$ cat src/hdl/heaa_pkg.sv
// Shared types and constants for the hip extension angle assist block.
// No dependencies; used by heaa_ctrl, heaa_dp and the top level.
package heaa_pkg;

    // Input transaction payload
    typedef struct packed {
        logic signed [15:0] joint_angle;
        logic signed [15:0] joint_velocity;
    } t_in;

    // Output transaction payload
    typedef struct packed {
        logic signed [8:0] torque_cmd;
        logic              assist_mode;
    } t_out;

    // Configuration register indexes
    localparam logic [2:0] REG_EXT_SP    = 3'd0;
    localparam logic [2:0] REG_FLEX_SP   = 3'd1;
    localparam logic [2:0] REG_PERCENT   = 3'd2;
    localparam logic [2:0] REG_CLEAR     = 3'd3;
    localparam logic [2:0] REG_INIT_MAX  = 3'd4;
    localparam logic [2:0] REG_INIT_MIN  = 3'd5;

    localparam int CFG_IDX_W  = 3;
    localparam int CFG_DATA_W = 16;

    // Assist modes
    localparam logic MODE_EXT  = 1'b0;
    localparam logic MODE_FLEX = 1'b1;

    // 5 degrees in Q3.12 radians (357.44, compared as strictly greater)
    localparam logic signed [15:0] FIVE_DEG_Q12 = 16'sd357;
    localparam logic signed [23:0] PERCENT_SCALE = 24'sd100;

    // Divider geometry: 24-bit dividend magnitude, one quotient bit per cycle
    localparam int NUM_W     = 24;
    localparam int DEN_W     = 16;
    localparam int DIV_STEPS = NUM_W;
    localparam int CNT_W     = $clog2(DIV_STEPS);

    // Configuration register file contents
    typedef struct packed {
        logic signed [8:0]  ext_sp;
        logic signed [8:0]  flex_sp;
        logic [6:0]         percent;
        logic               clear_range;
        logic [14:0]        init_max;
        logic signed [15:0] init_min;
    } t_cfg;

    // Controller to datapath commands
    typedef struct packed {
        logic load;      // capture sample and update range
        logic mode_en;   // update mode, form product and divisor
        logic setup_en;  // take magnitudes, seed divider
        logic div_step;  // one restoring division step
        logic out_load;  // write result into output register
    } t_cmd;

    // Datapath to controller status
    typedef struct packed {
        logic flex_mode; // mode after update is flexion
    } t_stat;

endpackage

$ cat src/hdl/heaa_ctrl.sv
// Sequencer for the hip extension angle assist block.
// Depends on heaa_pkg; drives heaa_dp through t_cmd and reads t_stat.
module heaa_ctrl (
    input  logic                  i_clk,
    input  logic                  i_rst_n,
    input  logic                  i_in_valid,
    output logic                  o_in_ready,
    output logic                  o_out_valid,
    input  logic                  i_out_ready,
    input  heaa_pkg::t_stat       i_stat,
    output heaa_pkg::t_cmd        o_cmd
);

    typedef enum logic [4:0] {
        S_IDLE   = 5'b00001,
        S_MODE   = 5'b00010,
        S_SETUP  = 5'b00100,
        S_DIVIDE = 5'b01000,
        S_FINISH = 5'b10000
    } t_state;

    t_state                       r_state, n_state;
    logic [heaa_pkg::CNT_W-1:0]   r_cnt, n_cnt;
    logic                         r_ovalid, n_ovalid;
    logic                         w_out_free;

    assign w_out_free  = !r_ovalid || i_out_ready;
    assign o_in_ready  = (r_state == S_IDLE);
    assign o_out_valid = r_ovalid;

    // Next state and commands
    always_comb begin
        n_state        = r_state;
        n_cnt          = r_cnt;
        n_ovalid       = r_ovalid && !i_out_ready;
        o_cmd          = '0;
        case (r_state)
            S_IDLE: begin
                if (i_in_valid) begin
                    o_cmd.load = 1'b1;
                    n_state    = S_MODE;
                end
            end
            S_MODE: begin
                o_cmd.mode_en = 1'b1;
                n_state       = S_SETUP;
            end
            S_SETUP: begin
                o_cmd.setup_en = 1'b1;
                n_cnt          = '0;
                n_state        = i_stat.flex_mode ? S_FINISH : S_DIVIDE;
            end
            S_DIVIDE: begin
                o_cmd.div_step = 1'b1;
                n_cnt          = r_cnt + 1'b1;
                if (r_cnt == heaa_pkg::CNT_W'(heaa_pkg::DIV_STEPS - 1)) begin
                    n_state = S_FINISH;
                end
            end
            S_FINISH: begin
                if (w_out_free) begin
                    o_cmd.out_load = 1'b1;
                    n_ovalid       = 1'b1;
                    n_state        = S_IDLE;
                end
            end
            default: begin
                n_state = S_IDLE;
            end
        endcase
    end

    // State registers
    always_ff @(posedge i_clk) begin
        if (!i_rst_n) begin
            r_state  <= S_IDLE;
            r_cnt    <= '0;
            r_ovalid <= 1'b0;
        end else begin
            r_state  <= n_state;
            r_cnt    <= n_cnt;
            r_ovalid <= n_ovalid;
        end
    end

endmodule

$ cat src/hdl/heaa_dp.sv
// Datapath: angle range tracking, mode machine, serial divider, output register.
// Depends on heaa_pkg; sequenced by heaa_ctrl.
module heaa_dp (
    input  logic                  i_clk,
    input  logic                  i_rst_n,
    input  heaa_pkg::t_cfg        i_cfg,
    input  heaa_pkg::t_in         i_in_data,
    input  heaa_pkg::t_cmd        i_cmd,
    output heaa_pkg::t_stat       o_stat,
    output heaa_pkg::t_out        o_out_data
);

    // Sample and tracked range
    logic signed [15:0]             r_angle;
    logic signed [15:0]             r_vel;
    logic signed [15:0]             r_max;
    logic signed [15:0]             r_min;
    logic                           r_mode;
    // Product and divisor ahead of the divider
    logic signed [24:0]             r_prod;
    logic signed [15:0]             r_den_s;
    // Divider state
    logic [heaa_pkg::NUM_W-1:0]     r_quo;
    logic [heaa_pkg::DEN_W-1:0]     r_rem;
    logic [heaa_pkg::DEN_W-1:0]     r_den;
    logic                           r_neg;
    logic                           r_zero;
    heaa_pkg::t_out                 r_out;

    logic signed [15:0]             w_base_max, w_base_min;
    logic signed [23:0]             w_lhs, w_rhs;
    logic                           w_next_mode;
    logic signed [24:0]             w_prod_neg;
    logic signed [15:0]             w_den_neg;
    logic [heaa_pkg::DEN_W:0]       w_trial;
    logic [heaa_pkg::DEN_W:0]       w_diff;
    logic [8:0]                     w_q;
    logic signed [8:0]              w_torque;

    // Range base: reload from the initial registers when clearing
    assign w_base_max = i_cfg.clear_range ? $signed({1'b0, i_cfg.init_max}) : r_max;
    assign w_base_min = i_cfg.clear_range ? i_cfg.init_min : r_min;

    // Mode update terms
    assign w_lhs = 24'(r_angle) * heaa_pkg::PERCENT_SCALE;
    assign w_rhs = 24'($signed({1'b0, i_cfg.percent})) * 24'(r_max);

    always_comb begin
        if (r_mode == heaa_pkg::MODE_EXT) begin
            w_next_mode = (r_angle <= 16'sd0) ? heaa_pkg::MODE_FLEX : heaa_pkg::MODE_EXT;
        end else if ((w_lhs > w_rhs) ||
                     ((r_angle > heaa_pkg::FIVE_DEG_Q12) && (r_vel <= 16'sd0))) begin
            w_next_mode = heaa_pkg::MODE_EXT;
        end else begin
            w_next_mode = heaa_pkg::MODE_FLEX;
        end
    end

    // Magnitudes for the unsigned divider
    assign w_prod_neg = -r_prod;
    assign w_den_neg  = -r_den_s;

    // Restoring division step
    assign w_trial = {r_rem, r_quo[heaa_pkg::NUM_W-1]};
    assign w_diff  = w_trial - {1'b0, r_den};

    // Signed quotient, truncated toward zero
    assign w_q      = r_quo[8:0];
    assign w_torque = r_zero ? 9'sd0 : (r_neg ? $signed(-w_q) : $signed(w_q));

    // Mode and range state
    always_ff @(posedge i_clk) begin
        if (!i_rst_n) begin
            r_max  <= '0;
            r_min  <= '0;
            r_mode <= heaa_pkg::MODE_EXT;
        end else begin
            if (i_cmd.load) begin
                r_max <= (i_in_data.joint_angle > w_base_max) ?
                         i_in_data.joint_angle : w_base_max;
                r_min <= (i_in_data.joint_angle < w_base_min) ?
                         i_in_data.joint_angle : w_base_min;
            end
            if (i_cmd.mode_en) begin
                r_mode <= w_next_mode;
            end
        end
    end

    // Payload registers
    always_ff @(posedge i_clk) begin
        if (i_cmd.load) begin
            r_angle <= i_in_data.joint_angle;
            r_vel   <= i_in_data.joint_velocity;
        end
        if (i_cmd.mode_en) begin
            r_prod  <= 25'(i_cfg.ext_sp) * 25'(r_angle);
            r_den_s <= (r_angle >= 16'sd0) ? r_max : r_min;
        end
        if (i_cmd.setup_en) begin
            r_quo  <= r_prod[24] ? w_prod_neg[heaa_pkg::NUM_W-1:0]
                                 : r_prod[heaa_pkg::NUM_W-1:0];
            r_den  <= r_den_s[15] ? w_den_neg : r_den_s;
            r_rem  <= '0;
            r_neg  <= r_prod[24] ^ r_den_s[15];
            r_zero <= (r_den_s == 16'sd0);
        end
        if (i_cmd.div_step) begin
            if (!w_diff[heaa_pkg::DEN_W]) begin
                r_rem <= w_diff[heaa_pkg::DEN_W-1:0];
                r_quo <= {r_quo[heaa_pkg::NUM_W-2:0], 1'b1};
            end else begin
                r_rem <= w_trial[heaa_pkg::DEN_W-1:0];
                r_quo <= {r_quo[heaa_pkg::NUM_W-2:0], 1'b0};
            end
        end
        if (i_cmd.out_load) begin
            r_out.assist_mode <= r_mode;
            r_out.torque_cmd  <= (r_mode == heaa_pkg::MODE_FLEX) ? i_cfg.flex_sp : w_torque;
        end
    end

    assign o_stat.flex_mode = (r_mode == heaa_pkg::MODE_FLEX);
    assign o_out_data       = r_out;

endmodule

$ cat src/hdl/hip_extension_angle_assist_unit.sv
// Top level of the hip extension angle assist block: configuration registers,
// sequencer and datapath. Depends on heaa_pkg, heaa_ctrl and heaa_dp.
//
// Usage:
//   Input channel (i_in_valid / o_in_ready, i_in_data) takes one angle and
//   velocity sample per transaction. Output channel (o_out_valid /
//   i_out_ready, o_out_data) returns one torque command and the assist mode
//   for each sample, in order.
//   Configuration channel (i_cfg_valid / o_cfg_ready, i_cfg_index,
//   i_cfg_data) writes one register per transaction; it is always ready.
//   Indexes beyond the register list are ignored. Write only while idle.
// Sequence:
//   One sample in flight at a time. In extension mode the result passes
//   through mode update, divider setup, 24 restoring-division steps (one
//   quotient bit per cycle), and the output load. In flexion the divider is
//   skipped. The next sample is taken in the cycle after the result is
//   loaded.
// Reset:
//   Synchronous, active low. The configuration registers, the tracked range
//   and the mode return to zero / extension; the output register is empty.
// Stalls:
//   The result waits in the output register while i_out_ready is low; a
//   following sample may be processed, but it is held before the output
//   load until the register frees.
module hip_extension_angle_assist_unit (
    input  logic                              i_clk,
    input  logic                              i_rst_n,
    input  logic                              i_in_valid,
    output logic                              o_in_ready,
    input  heaa_pkg::t_in                     i_in_data,
    output logic                              o_out_valid,
    input  logic                              i_out_ready,
    output heaa_pkg::t_out                    o_out_data,
    input  logic                              i_cfg_valid,
    output logic                              o_cfg_ready,
    input  logic [heaa_pkg::CFG_IDX_W-1:0]    i_cfg_index,
    input  logic [heaa_pkg::CFG_DATA_W-1:0]   i_cfg_data
);

    heaa_pkg::t_cfg  r_cfg;
    heaa_pkg::t_cmd  w_cmd;
    heaa_pkg::t_stat w_stat;

    assign o_cfg_ready = 1'b1;

    // Configuration register file
    always_ff @(posedge i_clk) begin
        if (!i_rst_n) begin
            r_cfg <= '0;
        end else if (i_cfg_valid) begin
            case (i_cfg_index)
                heaa_pkg::REG_EXT_SP:   r_cfg.ext_sp      <= i_cfg_data[8:0];
                heaa_pkg::REG_FLEX_SP:  r_cfg.flex_sp     <= i_cfg_data[8:0];
                heaa_pkg::REG_PERCENT:  r_cfg.percent     <= i_cfg_data[6:0];
                heaa_pkg::REG_CLEAR:    r_cfg.clear_range <= i_cfg_data[0];
                heaa_pkg::REG_INIT_MAX: r_cfg.init_max    <= i_cfg_data[14:0];
                heaa_pkg::REG_INIT_MIN: r_cfg.init_min    <= i_cfg_data;
                default: begin
                end
            endcase
        end
    end

    heaa_ctrl u_ctrl (
        .i_clk       (i_clk),
        .i_rst_n     (i_rst_n),
        .i_in_valid  (i_in_valid),
        .o_in_ready  (o_in_ready),
        .o_out_valid (o_out_valid),
        .i_out_ready (i_out_ready),
        .i_stat      (w_stat),
        .o_cmd       (w_cmd)
    );

    heaa_dp u_dp (
        .i_clk      (i_clk),
        .i_rst_n    (i_rst_n),
        .i_cfg      (r_cfg),
        .i_in_data  (i_in_data),
        .i_cmd      (w_cmd),
        .o_stat     (w_stat),
        .o_out_data (o_out_data)
    );

endmodule

$ cat config.mk
export PLATFORM = sky130hd
export DESIGN_NAME = hip_extension_angle_assist_unit
export DESIGN_NICKNAME = d
export VERILOG_FILES = /design/src/hdl/heaa_pkg.sv /design/src/hdl/heaa_ctrl.sv /design/src/hdl/heaa_dp.sv /design/src/hdl/hip_extension_angle_assist_unit.sv
export SDC_FILE = /design/constraint.sdc
export NUM_CORES = 1
export LEC_CHECK = 0
export ABC_AREA = 1
export BUFFER_PORTS_ARGS = -buffer_cell sky130_fd_sc_hd__buf_4
export CORE_MARGIN = 3
export CORE_UTILIZATION = 35
export CTS_CLUSTER_SIZE = 24
export DETAILED_ROUTE_END_ITERATION = 10
export PLACE_DENSITY = 0.58
export SETUP_SLACK_MARGIN = 0.4
export SKIP_LAST_GASP = 1
export SYNTH_ARGS = -nofsm -noshare
export SYNTH_HDL_FRONTEND = slang
export SYNTH_SLANG_ARGS = --single-unit
$ cat constraint.sdc
create_clock -name i_clk -period 13.1 [get_ports i_clk]
set_input_delay 2.62 -clock i_clk [delete_from_list [all_inputs] [get_ports i_clk]]
set_output_delay 2.62 -clock i_clk [all_outputs]
set_load 0.05 [all_outputs]
==> results.md <==
- Post-CTS sizing: 0
- Pwr Total: 2650 uW
- Insertion delay to the later sink of the worst-skew pair: 0.58 ns
- Hold_buf cts: 0
- IO Pins: 69
- Nets@finish: 3,430
- CTS H-tree lvls: 1
- Antenna violations before repair: 0
- Die W: 267 um
- Global-route wire length before repair: 94.7 mm
- Vias/cell: 4.81
- CTS clk-pin slew, worst paths: 0.07 ns
- Synthesized area: 23,900 um^2
- FF-to-FF setup slack: 6.99 ns
- Top Layer Used: met4
- Met3 wire length: 3.07 mm
- Final ANT Viol Nets: 0
- Met1 WL: 26.7 mm
- RSZ-0062 raised after global routing: no
- Register area share after synthesis: 26.2%
- Most common cell after layout, fill and taps aside: inv_1
- Die Area: 71,500 um^2
- Total gr overflow: 0
- Largest stage delay, worst path: 0.76 ns
- Mapped Cells: 2,915
- CP most frequent cell: nand2_1
- Share of cells above drive strength 1: 6.33%
- Buf/Inv on CP: 3
- TritonCTS clock tree: yes
- Core Area: 67,400 um^2
- Commonest non-fill, non-tap cells in the layout: 575 x inv_1, 542 x nand2_1, 239 x ha_1
- Max_cap viols: 0
- CTS Buf Count: 29
- Mux contribution to synthesized area: 1.57%
- Initial Util: 35.5%
- Total wire length: 57.7 mm
- Clock sink count: 242
- Worst Path Arrival: 6.62 ns
- Xor and xnor fraction of the mapped netlist area: 4.14%
- Vias in the first global route: 18.1k
- First drt pass iteration count: 5
- Rel. slew slack: 29.3%
- Tmin final: 6.11 ns
- Clock Skews: 0.0382 ns
- CP max-delay cell: dfxtp_1
- TNS Setup: 0 ns
- Ant. Diodes: 0
- Largest family of logic cells by synthesized area: adder cells
- Worst vdd ir: 0.000106 V
- Synth Area in Compound Gates: 8.57%
- GPL Wtd Cong: 0.875
- CP top delay family: adder cells
- Setup Buffers After CTS: 0
- Primary FF master, synth: edfxtp_1
- Count of cell types in the netlist: 54
- Die height: 267 um
- Total nets after synthesis: 3,430
- Leak pwr: 0.0133 uW
- Via count: 18.3k
- Worst setup EP type: register
- Drc violations: 0
- Outcome: completed
- CP Launch Type: register
- Core Util, Final: 38.7%
- Clock buffer depth: 3
- Final Hold Fails: 0
- CP Max Fanout: 17
- CP required: 13.62 ns
- Max Transition Viols Final: 0
- Routed length on met2: 26.8 mm
- PD cells: 102 nW/um^2
- Adder-Cell Fraction of Synth Area: 30.9%
- Synthesis warning total: 0
- Hold crit path type: register to register
- Fin crit share: 46.6%
- # port buffers: 67
- Worst-margin pin slew: 1.06 ns
- CTS root buf: clkbuf_16
- Flip-flop and latch count after synthesis: 242
- Row cnt: 95
- Mean area per synthesized cell: 8.20 um^2
- Syn-to-layout area delta: 9.24%
- Post-Synth Simple-Gate Area: 17.2%
- Final setup fails: 0
- DRT iter0 DRCs: 1,045
- Largest net degree at the start of global routing: 64
- Gr usage total: 16.3%
- Number of flops mapped to enable cells by yosys: 141
- Highest Clock Rate: 164 MHz
- Ys async rst share: 0%
- HPWL Detailed: 44.8 mm
- Routed wire per std cell: 15.1 um
- Critical path start-end classification: register to register
## power by group
part	switching [uW]	total [uW]	internal [uW]
clock network	351	829	477
registers	70.4	924	853
logic	548	900	352
## cell families after synthesis
logic type | after synthesis
AND/OR/NAND/NOR | 976
buffers and inverters | 708
adder cells (fa/ha/maj) | 459
AO/OA/AOI/OAI | 380
flip-flops | 242
XOR/XNOR | 113
multiplexers | 36
other | 1
## metrics by stage
| stage | area [um^2] | instances | hold slack (ns) | setup slack [ns] |
|---|---|---|---|---|
| after global placement | 25100 | 3757 | 0.434 | 7.13 |
| after detailed placement | 25100 | 3757 | 0.437 | 7.04 |
| after CTS | 26100 | 3811 | 0.446 | 7.01 |
| after floorplan | 23900 | 2915 | 0.423 | 7.51 |
| final | 26100 | 3811 | 0.445 | 6.99 |
| after global routing | 26100 | 3811 | 0.479 | 6.41 |
## registers in the layout, summed over array words and instances (netlist names), 10 cells and up
name             flops
u_dp.r_rem          16
u_dp.r_min          16
u_dp.r_max          16
u_dp.r_vel          16
u_dp.r_prod         25
u_dp.r_angle        16
r_cfg               57
u_dp.o_out_data     10
u_dp.r_den          16
u_dp.r_den_s        16
u_dp.r_quo          24
## synth_stat cells, drive strengths merged (30+ instances only)
cell type	number	area share, %
inv	591	9.3
nand2	548	8.8
ha	239	13
nor2	231	3.6
fa	220	18
o21ai	165	3.5
a21oi	159	3.3
edfxtp	141	18
nand3	126	3.0
dfxtp	101	8.5
clkbuf	88	1.4
xor2	63	2.3
xnor2	50	1.8
nand4	30	0.79
## worst reg2reg max path: stages, from the launching register on
cell and delay (ns):
dfxtp_1 0.76, nand2_1 0.26, fa_1 0.58, fa_1 0.56, inv_1 0.05, fa_1 0.53
inv_1 0.05, fa_1 0.52, inv_1 0.04, ha_1 0.34, nand2_1 0.13, nor3_1 0.21
nor3b_1 0.30, nand4_1 0.14, nand3_1 0.12, xnor2_1 0.08, ha_1 0.28, nand2_1 0.07
nor3_1 0.34, nor3b_1 0.23, nand2_1 0.09, nand3_1 0.07, nand2_1 0.05, nand3_1 0.07
nand2_1 0.06, a21oi_1 0.11
## layout make-up
class | instances | area, um^2
well taps | 873 | 1090
clock inverters | 21 | 224
flip-flops and latches | 242 | 6260
fillers | 6862 | 41300
inverters | 594 | 2230
multi-input cells | 1965 | 14900
repair buffers | 83 | 623
clock buffers | 33 | 751
## path summary, 6_finish.rpt
path,from,to,cells past startpoint
min reg2reg,r_cfg[0]$_SDFFE_PN0P_,r_cfg[0]$_SDFFE_PN0P_,2
max,r_cfg[34]$_SDFFE_PN0P_,u_dp.o_stat$_SDFFE_PN0P_,25
min,r_cfg[0]$_SDFFE_PN0P_,r_cfg[0]$_SDFFE_PN0P_,2
max reg2reg,r_cfg[34]$_SDFFE_PN0P_,u_dp.o_stat$_SDFFE_PN0P_,25
## per-layer routing
| metal | GRT usage [%] | up-vias |
|---|---|---|
| met5 | 0 | - |
| met4 | 3.54 | 0 |
| met3 | 1.67 | 73 |
| met2 | 27.5 | 415 |
| met1 | 22.8 | 8651 |
| li1 | - | 9176 |
(Power assumes the default switching activity.)
